===== config.mk =====
export PLATFORM = sky130hd
export DESIGN_NAME = bpe_ctrl
export DESIGN_NICKNAME = d
export VERILOG_FILES = /design/src/hdl/bpe_pkg.sv /design/src/hdl/bpe_ctrl.sv
export SDC_FILE = /design/constraint.sdc
export NUM_CORES = 1
export LEC_CHECK = 0
export BUFFER_PORTS_ARGS = -buffer_cell sky130_fd_sc_hd__buf_2
export CORE_UTILIZATION = 44
export DETAILED_ROUTE_END_ITERATION = 8
export PLACE_DENSITY_LB_ADDON = 0.08
export SETUP_SLACK_MARGIN = 0.05
export SLEW_MARGIN = 5
export SYNTH_ARGS = -nofsm -noshare
export SYNTH_HDL_FRONTEND = slang
export SYNTH_SLANG_ARGS = --single-unit

===== constraint.sdc =====
create_clock -name clk -period 1.65 [get_ports clk]
set_clock_uncertainty 0.15 [all_clocks]
set_input_delay 0.0825 -clock clk [delete_from_list [all_inputs] [get_ports clk]]
set_output_delay 0.0825 -clock clk [all_outputs]
set_load 0.02 [all_outputs]

===== src/hdl/bpe_pkg.sv =====
// ---------------------------------------------------------------------------
// bpe_pkg
// Shared item types, codes and controller/datapath interface structs for the
// byte pair merge engine.
// ---------------------------------------------------------------------------
package bpe_pkg;

  typedef struct packed {
    logic [1:0]  opcode;
    logic [15:0] table_index;
    logic [17:0] left_id;
    logic [17:0] right_id;
    logic [17:0] result_id;
    logic [17:0] merge_rank;
    logic        byte_present;
    logic [7:0]  text_byte;
    logic        end_of_piece;
  } in_t;

  typedef struct packed {
    logic [17:0] token_val;
    logic        last_token;
    logic [1:0]  status;
  } out_t;

  localparam logic [1:0] OP_MERGE = 2'd0;
  localparam logic [1:0] OP_MAP   = 2'd1;
  localparam logic [1:0] OP_TEXT  = 2'd2;

  localparam logic [1:0] ST_OK       = 2'd0;
  localparam logic [1:0] ST_NOMAP    = 2'd1;
  localparam logic [1:0] ST_OVERFLOW = 2'd2;

  // Commands from controller to datapath
  typedef struct packed {
    logic load_merge;
    logic load_map;
    logic take_byte;
    logic apply_byte;
    logic err_out;
    logic round_start;
    logic pair_left;
    logic pair_right;
    logic search_issue;
    logic probe;
    logic next_pair;
    logic replace;
    logic shift_rd;
    logic shift_wr;
    logic shrink;
    logic emit_start;
    logic emit_rd;
    logic emit_wr;
  } cmd_t;

  // Status from datapath to controller
  typedef struct packed {
    logic eop;
    logic err_nz;
    logic len_ge2;
    logic lo_lt_hi;
    logic probe_eq;
    logic more_pairs;
    logic have;
    logic shift_more;
    logic emit_more;
    logic emit_last;
    logic slot_free;
  } sts_t;

endpackage


===== src/hdl/bpe_ctrl.sv =====
// ---------------------------------------------------------------------------
// bpe_ctrl
// Sequencer for loads, byte buffering, merge rounds and token emission.
// ---------------------------------------------------------------------------
module bpe_ctrl (
  input  logic             clk,
  input  logic             rst_n,
  input  logic             in_valid,
  input  logic [1:0]       in_opcode,
  output logic             in_ready,
  input  bpe_pkg::sts_t    sts,
  output bpe_pkg::cmd_t    cmd
);

  localparam logic [3:0] S_IDLE     = 4'd0;
  localparam logic [3:0] S_BYTE     = 4'd1;
  localparam logic [3:0] S_CHECK    = 4'd2;
  localparam logic [3:0] S_ERR      = 4'd3;
  localparam logic [3:0] S_ROUND    = 4'd4;
  localparam logic [3:0] S_PAIR_L   = 4'd5;
  localparam logic [3:0] S_PAIR_R   = 4'd6;
  localparam logic [3:0] S_SEARCH   = 4'd7;
  localparam logic [3:0] S_PROBE    = 4'd8;
  localparam logic [3:0] S_NEXT     = 4'd9;
  localparam logic [3:0] S_SHIFT_RD = 4'd10;
  localparam logic [3:0] S_SHIFT_WR = 4'd11;
  localparam logic [3:0] S_EMIT_RD  = 4'd12;
  localparam logic [3:0] S_EMIT_WR  = 4'd13;

  logic [3:0] state_r, state_nxt;

  assign in_ready = (state_r == S_IDLE);

  always_comb begin
    state_nxt = state_r;
    cmd       = '0;
    case (state_r)
      S_IDLE: begin
        if (in_valid) begin
          case (in_opcode)
            bpe_pkg::OP_MERGE: cmd.load_merge = 1'b1;
            bpe_pkg::OP_MAP:   cmd.load_map = 1'b1;
            bpe_pkg::OP_TEXT: begin
              cmd.take_byte = 1'b1;
              state_nxt     = S_BYTE;
            end
            default: ;
          endcase
        end
      end
      S_BYTE: begin
        cmd.apply_byte = 1'b1;
        state_nxt      = sts.eop ? S_CHECK : S_IDLE;
      end
      S_CHECK: state_nxt = sts.err_nz ? S_ERR : S_ROUND;
      S_ERR: begin
        if (sts.slot_free) begin
          cmd.err_out = 1'b1;
          state_nxt   = S_IDLE;
        end
      end
      S_ROUND: begin
        if (sts.len_ge2) begin
          cmd.round_start = 1'b1;
          state_nxt       = S_PAIR_L;
        end else begin
          cmd.emit_start = 1'b1;
          state_nxt      = S_EMIT_RD;
        end
      end
      S_PAIR_L: begin
        cmd.pair_left = 1'b1;
        state_nxt     = S_PAIR_R;
      end
      S_PAIR_R: begin
        cmd.pair_right = 1'b1;
        state_nxt      = S_SEARCH;
      end
      S_SEARCH: begin
        if (sts.lo_lt_hi) begin
          cmd.search_issue = 1'b1;
          state_nxt        = S_PROBE;
        end else begin
          state_nxt = S_NEXT;
        end
      end
      S_PROBE: begin
        cmd.probe = 1'b1;
        state_nxt = sts.probe_eq ? S_NEXT : S_SEARCH;
      end
      S_NEXT: begin
        if (sts.more_pairs) begin
          cmd.next_pair = 1'b1;
          state_nxt     = S_PAIR_R;
        end else if (sts.have) begin
          cmd.replace = 1'b1;
          state_nxt   = S_SHIFT_RD;
        end else begin
          cmd.emit_start = 1'b1;
          state_nxt      = S_EMIT_RD;
        end
      end
      S_SHIFT_RD: begin
        if (sts.shift_more) begin
          cmd.shift_rd = 1'b1;
          state_nxt    = S_SHIFT_WR;
        end else begin
          cmd.shrink = 1'b1;
          state_nxt  = S_ROUND;
        end
      end
      S_SHIFT_WR: begin
        cmd.shift_wr = 1'b1;
        state_nxt    = S_SHIFT_RD;
      end
      S_EMIT_RD: begin
        if (!sts.emit_more) begin
          state_nxt = S_IDLE;
        end else if (sts.slot_free) begin
          cmd.emit_rd = 1'b1;
          state_nxt   = S_EMIT_WR;
        end
      end
      S_EMIT_WR: begin
        cmd.emit_wr = 1'b1;
        state_nxt   = sts.emit_last ? S_IDLE : S_EMIT_RD;
      end
      default: state_nxt = S_IDLE;
    endcase
  end

  always_ff @(posedge clk) begin
    if (!rst_n) begin
      state_r <= S_IDLE;
    end else begin
      state_r <= state_nxt;
    end
  end

endmodule


# Word-level counts from Yosys, hierarchy flattened
# Index checks and enable logic that the tools add are counted.
[classes]
n_reduce_logical = 3
eq_ne = 19
muxes = 46
[op_table]
columns = ["op", "n"]
rows = [
  ["4-bit case mux with 14 select lines", 1],
  ["4-bit two-way mux", 10],
  ["1-bit two-way mux", 28],
  ["4-bit equality test (second input constant)", 6],
  ["4-bit by 3-bit equality test with 1-bit output (second input constant)", 4],
  ["3-bit two-way mux", 4],
  ["4-bit by 2-bit equality test with 1-bit output (second input constant)", 2],
  ["4-bit by 1-bit equality test with 1-bit output (second input constant)", 1],
  ["4-bit zero test", 1],
  ["2-bit two-way mux", 2],
  ["2-bit != test (second input constant)", 2],
  ["4-bit AND reduction", 1],
  ["3-bit != test (second input constant)", 1],
  ["2-bit by 1-bit equality test with 1-bit output (second input constant)", 1],
  ["2-bit equality test (second input constant)", 1],
  ["2-bit zero test", 1],
  ["2-bit by 1-bit != test with 1-bit output (second input constant)", 1],
  ["1-bit case mux with 2 select lines", 1],
]
[totals]
reg_bits = 4
word_cells = 69
input_bits = 16

# Longest topological paths before layout
# Gate-level depths: netlist of the first run.
[depth]
depth_word = 4
mapped_depth = 6
mapped_depth_nobuf = 4

# Worst setup path before layout of the first run
# OpenSTA, ideal clock, no wires.
[synth_timing]
kind = "register to output"
start = "register state_r[2]"
end = "output port cmd[17] (netlist bit)"
slack_ns = -0.366
path_buffers = 1
arrival_ns = 1.784
required_ns = 1.417
path_stages_with_launch = 4
cell_sequence = "dfxtp_1 buf_2 nor4_2 nor4bb_1"
[synth_lines]
columns = ["item", "line_no", "source"]
rows = [
  ["start, declared", "bpe_ctrl.sv:30", "logic [3:0] state_r, state_nxt;"],
  ["start signal, assigned", "bpe_ctrl.sv:136", "state_r <= state_nxt;"],
  ["end, declared", "bpe_ctrl.sv:12", "output bpe_pkg::cmd_t cmd"],
]

==> results of run 1 <==
-- synth_stat cells (3+ instances only) --
cell and instances:
a21oi_1 6, o21ai_0 7, a31oi_1 3, nor2_1 11, nor3_1 6, inv_1 5, nand2_1 6, dfxtp_1 4
nor2b_1 3, nor3b_1 3, nand2b_1 3, buf_2 4
-- worst min-delay path by stage --
stage,startpoint,to,depth (start not counted)
after CTS,sts[0],state_r[0]$_SDFFE_PN0P_,3
after detailed placement,rst_n,state_r[2]$_SDFFE_PN0P_,2
final,sts[0],state_r[0]$_SDFFE_PN0P_,3
after global routing,sts[0],state_r[0]$_SDFFE_PN0P_,3
after global placement,rst_n,state_r[2]$_SDFFE_PN0P_,2
after floorplan,in_opcode[1],cmd[17],1
-- where the power goes --
group / switching (mW) / leakage [nW] / internal, mW
registers: 0.0669 / 0.0356 / 0.140
clock network: 0.0468 / 0.0138 / 0.0818
logic: 0.555 / 0.509 / 0.566
-- stage by stage --
step	instance area (um^2)	cells
CTS	1040	159
finish	1210	169
detailed placement	931	151
global route	1210	169
floorplan	694	97
global placement	931	151
-- cell type report --
type,count,area share
Multi-Input combinational cell,81,0.519
Inverter,5,0.0186
Sequential cell,4,0.0784
Timing Repair Buffer,61,0.350
Clock buffer,3,0.0186
Tap cell,15,0.0155
-- kinds of logic (layout without fill, tap and decap cells) --
logic type / count (synthesis) / after routing
AO/OA/AOI/OAI: 29 / 29
AND/OR/NAND/NOR: 51 / 51
buffers and inverters: 12 / 69
flip-flops: 4 / 4
multiplexers: 1 / 1
-- layer usage --
layer  vias to the layer above  wire length (um)
li1                        487                 -
met1                       514              1170
met2                        78              1480
met3                         9               295
met4                         0                69
met5                         -                 0
-- what timing repair did --
item                                    CTS  global route
hold buffers                              1             0
endpoints found under the hold margin     2             0
gates resized for setup                  16            25
endpoints found under the setup margin   20            14
pin swaps                                 2             7
setup buffers                             4            10
-- worst max-delay path: stages (launching register included) --
cell and delay (ps):
dfxtp_4 360, buf_8 130, nor4_4 280, nor4bb_4 260, buf_4 180
==> results.json, run 1 <==
{
  "r2r-start": "state_r[2]$_SDFFE_PN0P_",
  "clk-insertion-delay-late_ps": 240,
  "yosysUniqueCellTypes": 43,
  "grt_max_degree": 13,
  "vias_per_cell": 6.44,
  "nNetsFinal": 172,
  "dr.pass1.iters": 4,
  "clockBufferDepth": 2,
  "slew_viol_final": 0,
  "fin_tns_setup_ps": -56.4,
  "antenna_left": 0,
  "synth_top_cell_area_share": 0.123,
  "die_x_um": 40.5,
  "synth_seq_area_share": 0.123,
  "insertedDiodeCount": 0,
  "syn_avg_cell_area_um2": 6.73,
  "grt_pass1_vias": 750,
  "layout_common_cells": "buf_4, buf_2, nor2_1, o21ai_0, nand2_1",
  "startpoint": "state_r[1]$_SDFFE_PN0P_",
  "wl_per_cell_um": 17.8,
  "drc": 0,
  "cp.arrival_ps": 1460,
  "violations": "negative setup slack",
  "largest_reg_flops": 4,
  "synth_xor_area_frac": 0,
  "fin_ws_ps": -38.1,
  "top_regs": "state_r x4",
  "async_flop_share": 0,
  "portBuffers": 34,
  "grt.total_usage": 0.308,
  "grt_util_met3": 0.0500,
  "rr_worst_depth": 5,
  "finalWeightedCongestion": 0.860,
  "hpwl_um": 1600,
  "pre_cts_slack_ps": 36.9,
  "wl_um": 3010,
  "yosys.area_share.adder": 0,
  "slew_headroom": 0.806,
  "ys_seq_elements": 4,
  "grt-busiest-layer": "met2",
  "power_mw": 1.46,
  "syn_inst": 97,
  "synth_ff_type": "dfxtp_1",
  "die_y_um": 40.5,
  "syn-num-nets": 113,
  "boundaryPins": 35,
  "cts_max_level": 1,
  "drive_above_1_share": 0.578,
  "grt_first_pass_wirelength_um": 3280,
  "final_util": 0.909,
  "core.rowCount": 13,
  "synth_top_family_by_area": "simple AND/OR/NAND/NOR gates",
  "core_mm2": 0.00133,
  "p_leak_nw": 0.559,
  "min_path_type": "in -> reg",
  "powerDensity_mw_per_mm2": 1200,
  "reg2reg_slack_ps": -20,
  "root_buffer": "clkbuf_4",
  "setup_violations": 2,
  "fp.dieArea_mm2": 0.00164,
  "synthSimpleGateAreaFrac": 0.473,
  "status": "complete, but fails checks",
  "multi_input_area_um2": 629,
  "endpoint": "cmd[17]",
  "fillerInstances": 65,
  "synth_compound_area_frac": 0.295,
  "cp-start-kind": "flop",
  "netlist_area_um2": 653,
  "fmax_ghz": 0.592,
  "hold_viol": 0,
  "overflow": 0,
  "rsz0062_at_grt": "true",
  "cts_tree": "built",
  "cts_sinks": 4,
  "worst_slew_pin_slew_ps": 288,
  "ir_worst_vdd_uv": 868,
  "routed-via-count": 1088,
  "worstPathRequired_ps": 1420,
  "cts_buffers": 3,
  "area_growth_pct": 85.6,
  "grtUsageMet1": 0.398,
  "yosysWarnings": 0,
  "timing.critical_path.fanout_max": 7,
  "worst_hold_slack_ps": 75.6,
  "path_class": "reg -> out",
  "clk_pin_slew_ps": 40,
  "cap_violations": 0,
  "timing.rr.end": "state_r[3]$_SDFFE_PN0P_",
  "period_minus_slack_ps": 1690,
  "min_period_over_period": 1.02,
  "netlist_top_cells_area": "dfxtp_1, nor2_1, o21ai_0",
  "grtUsageMet2": 0.512,
  "yosys.area.top_type": "dfxtp_1",
  "drt_iter0_drc": 57,
  "worstSetupEndpointType": "output port",
  "top_register": "state_r",
  "register_area_um2": 95.1,
  "layout_commonest_cell": "buf_4",
  "muxShareOfSynthArea": 0.0153,
  "start_util": 0.490,
  "synth-edff-count": 0,
  "antenna_found_initial": 0
}
(Power assumes the default switching activity.)
==> run 2, diff against run 1 <==
--- a/config.mk
+++ b/config.mk
@@ -6,7 +6,8 @@
 export NUM_CORES = 1
 export LEC_CHECK = 0
 export BUFFER_PORTS_ARGS = -buffer_cell sky130_fd_sc_hd__buf_2
-export CORE_UTILIZATION = 44
+export CORE_ASPECT_RATIO = 1.2
+export CORE_UTILIZATION = 39
 export DETAILED_ROUTE_END_ITERATION = 8
 export PLACE_DENSITY_LB_ADDON = 0.08
 export SETUP_SLACK_MARGIN = 0.05
==> run 2 against run 1 <==
Net effect: the run still ends with negative setup slack left; setup slack worse by 16 ps; sequential power is 7% lower; critical path depth unchanged; hold slack worse by 13 ps; wire length decreased by 16%; clock power decreased by 4%; critical path type unchanged; largest cell class unchanged; highest routed layer unchanged.
==> results.json, run 2 (same netlist as run 1, synthesis figures left out) <==
{
  "status": "complete, but fails checks",
  "violations": "negative setup slack",
  "clockBufferDepth": 2,
  "p_seq_frac": 0.150,
  "cp.buffers_inverters": 2,
  "core.rowCount": 15,
  "pwr-share-comb": 0.752,
  "min_path_type": "in -> reg",
  "period_minus_slack_ps": 1700,
  "p_leak_nw": 0.531,
  "internal_power_mw": 0.678,
  "grt-busiest-layer": "met2",
  "worstSetupEndpointType": "output port",
  "die_x_um": 39.4,
  "rr_worst_depth": 7,
  "hpwl_um": 1650,
  "pre_cts_slack_ps": 8.27,
  "antenna_found_initial": 0,
  "timing.rr.end": "state_r[1]$_SDFFE_PN0P_",
  "nNetsFinal": 165,
  "boundaryPins": 35,
  "cts_sinks": 4,
  "rsz0062_at_grt": "true",
  "drc": 0,
  "layout_commonest_cell": "buf_4",
  "grt_pass1_vias": 827,
  "cts_buffers": 3,
  "drt_iter0_drc": 27,
  "hold_viol": 0,
  "core_mm2": 0.00150,
  "reg2reg_slack_ps": 0,
  "final_area_mm2": 0.00117,
  "fillerInstances": 112,
  "layout_common_cells": "buf_4, buf_2, nor2_1, a21oi_1, o21ai_0",
  "p_clk_frac": 0.097,
  "vias_per_cell": 6.00,
  "largest_reg_flops": 4,
  "wl_per_cell_um": 15.4,
  "root_buffer": "clkbuf_4",
  "clk-insertion-delay-late_ps": 240,
  "switching_power_mw": 0.597,
  "min_from": "sts[0]",
  "timing.critical_path.fanout_max": 10,
  "hold_end": "state_r[0]$_SDFFE_PN0P_",
  "slew_headroom": 0.804,
  "p_sw_frac": 0.468,
  "top_regs": "state_r x4",
  "fmax_ghz": 0.587,
  "critPathMaxStageDelay_ps": 340,
  "start_util": 0.435,
  "cp-start-kind": "flop",
  "min_period_over_period": 1.03,
  "crit_chain": "buf_12, nor4_4, nor4bb_4, buf_4",
  "cap_violations": 0,
  "r2r-start": "state_r[3]$_SDFFE_PN0P_",
  "grtUsageMet1": 0.305,
  "grt_first_pass_wirelength_um": 3400,
  "place_area_um2": 923,
  "fin_ws_ps": -53.6,
  "grtUsageMet2": 0.467,
  "power_mw": 1.27,
  "setup_violations": 4,
  "cts_max_level": 1,
  "slowest_stage": "nor4_4",
  "area_growth_pct": 78.5,
  "antenna_left": 0,
  "crit_family": "simple AND/OR/NAND/NOR gates",
  "overflow": 0,
  "routed-via-count": 984,
  "grt.total_usage": 0.264,
  "finalWeightedCongestion": 0.902,
  "clk_pin_slew_ps": 40,
  "dr.pass1.iters": 4,
  "powerDensity_mw_per_mm2": 1090,
  "ir_worst_vdd_uv": 794,
  "path_class": "reg -> out",
  "grt_max_degree": 19,
  "dp_cells": 150,
  "cts_tree": "built",
  "fp.dieArea_mm2": 0.00184,
  "worst_slew_pin_slew_ps": 291,
  "die_y_um": 46.8,
  "drive_above_1_share": 0.571,
  "worstPathRequired_ps": 1420,
  "grt_util_met3": 0.0664,
  "insertedDiodeCount": 0,
  "portBuffers": 34,
  "top_register": "state_r",
  "layout.cells.non_filler": 164,
  "whs_path_depth": 3,
  "slew_viol_final": 0,
  "cp.arrival_ps": 1470,
  "wl_um": 2520
}
[run 2: cell count changes in the layout (fill, tap and decap cells not counted), moves of 2 or more]
cell	previous run	this run
buf_4	29	26
buf_2	25	23
buf_6	5	3
nand2_1	6	4
nand2_2	0	2
[run 2: worst max-delay path by stage]
stage,from,endpoint,slack [ps],cells after the start
2_1_floorplan,state_r[3]$_SDFFE_PN0P_,cmd[17],100,2
3_3_place_gp,state_r[3]$_SDFFE_PN0P_,state_r[3]$_SDFFE_PN0P_,4,5
3_5_place_dp,state_r[3]$_SDFFE_PN0P_,state_r[3]$_SDFFE_PN0P_,8,5
4_1_cts,state_r[2]$_SDFFE_PN0P_,cmd[17],-60,4
5_1_grt,state_r[3]$_SDFFE_PN0P_,cmd[17],-140,4
6_report,state_r[3]$_SDFFE_PN0P_,cmd[17],-50,4
[run 2: worst min-delay path: cells and delay by family]
family / cells / cell delay (ps)
buffers and inverters: 1 / 130
AO/OA/AOI/OAI: 1 / 80
AND/OR/NAND/NOR: 1 / 110
[run 2: power by group through the flow]
stage               combinational [mW]  clock [mW]  sequential (mW)
floorplan                        0.543           0            0.170
global placement                 0.726           0            0.192
detailed placement               0.736           0            0.193
CTS                              0.853       0.132            0.184
global route                      1.03       0.131            0.193
finish                           0.959       0.124            0.192
[run 2: layer usage]
metal / vias to the layer above / routed length, um / share of wire
li1: 467 / - / -
met1: 466 / 952 / 0.38
met2: 45 / 1370 / 0.55
met3: 6 / 150 / 0.060
met4: 0 / 41 / 0.016
met5: - / 0 / 0
[run 2: metrics by stage]
stage,TNS [ps],hold slack (ps),util
6_report,-114,62.1,0.777
5_1_grt,-503,88.3,0.777
4_1_cts,-196,42.1,0.691
3_5_place_dp,0,223,0.615
3_3_place_gp,0,225,0.615
2_1_floorplan,0,51.3,-
[run 2: timing repair]
action,4_1_cts,5_1_grt
pin swaps,3,6
setup buffers,5,5
resized for setup,14,26
hold endpoints to repair,3,0
hold buffers,1,0
endpoints found under the setup margin,18,16
gates cloned,0,0
[run 2: layout make-up]
class / instances / area [um^2] / area share
clock buffer: 3 / 22.5 / 0.0193
inverter: 5 / 18.8 / 0.0161
multi-input combinational: 81 / 637 / 0.546
sequential: 4 / 92.6 / 0.0794
tap: 17 / 21.3 / 0.0182
timing repair buffer: 54 / 374 / 0.321
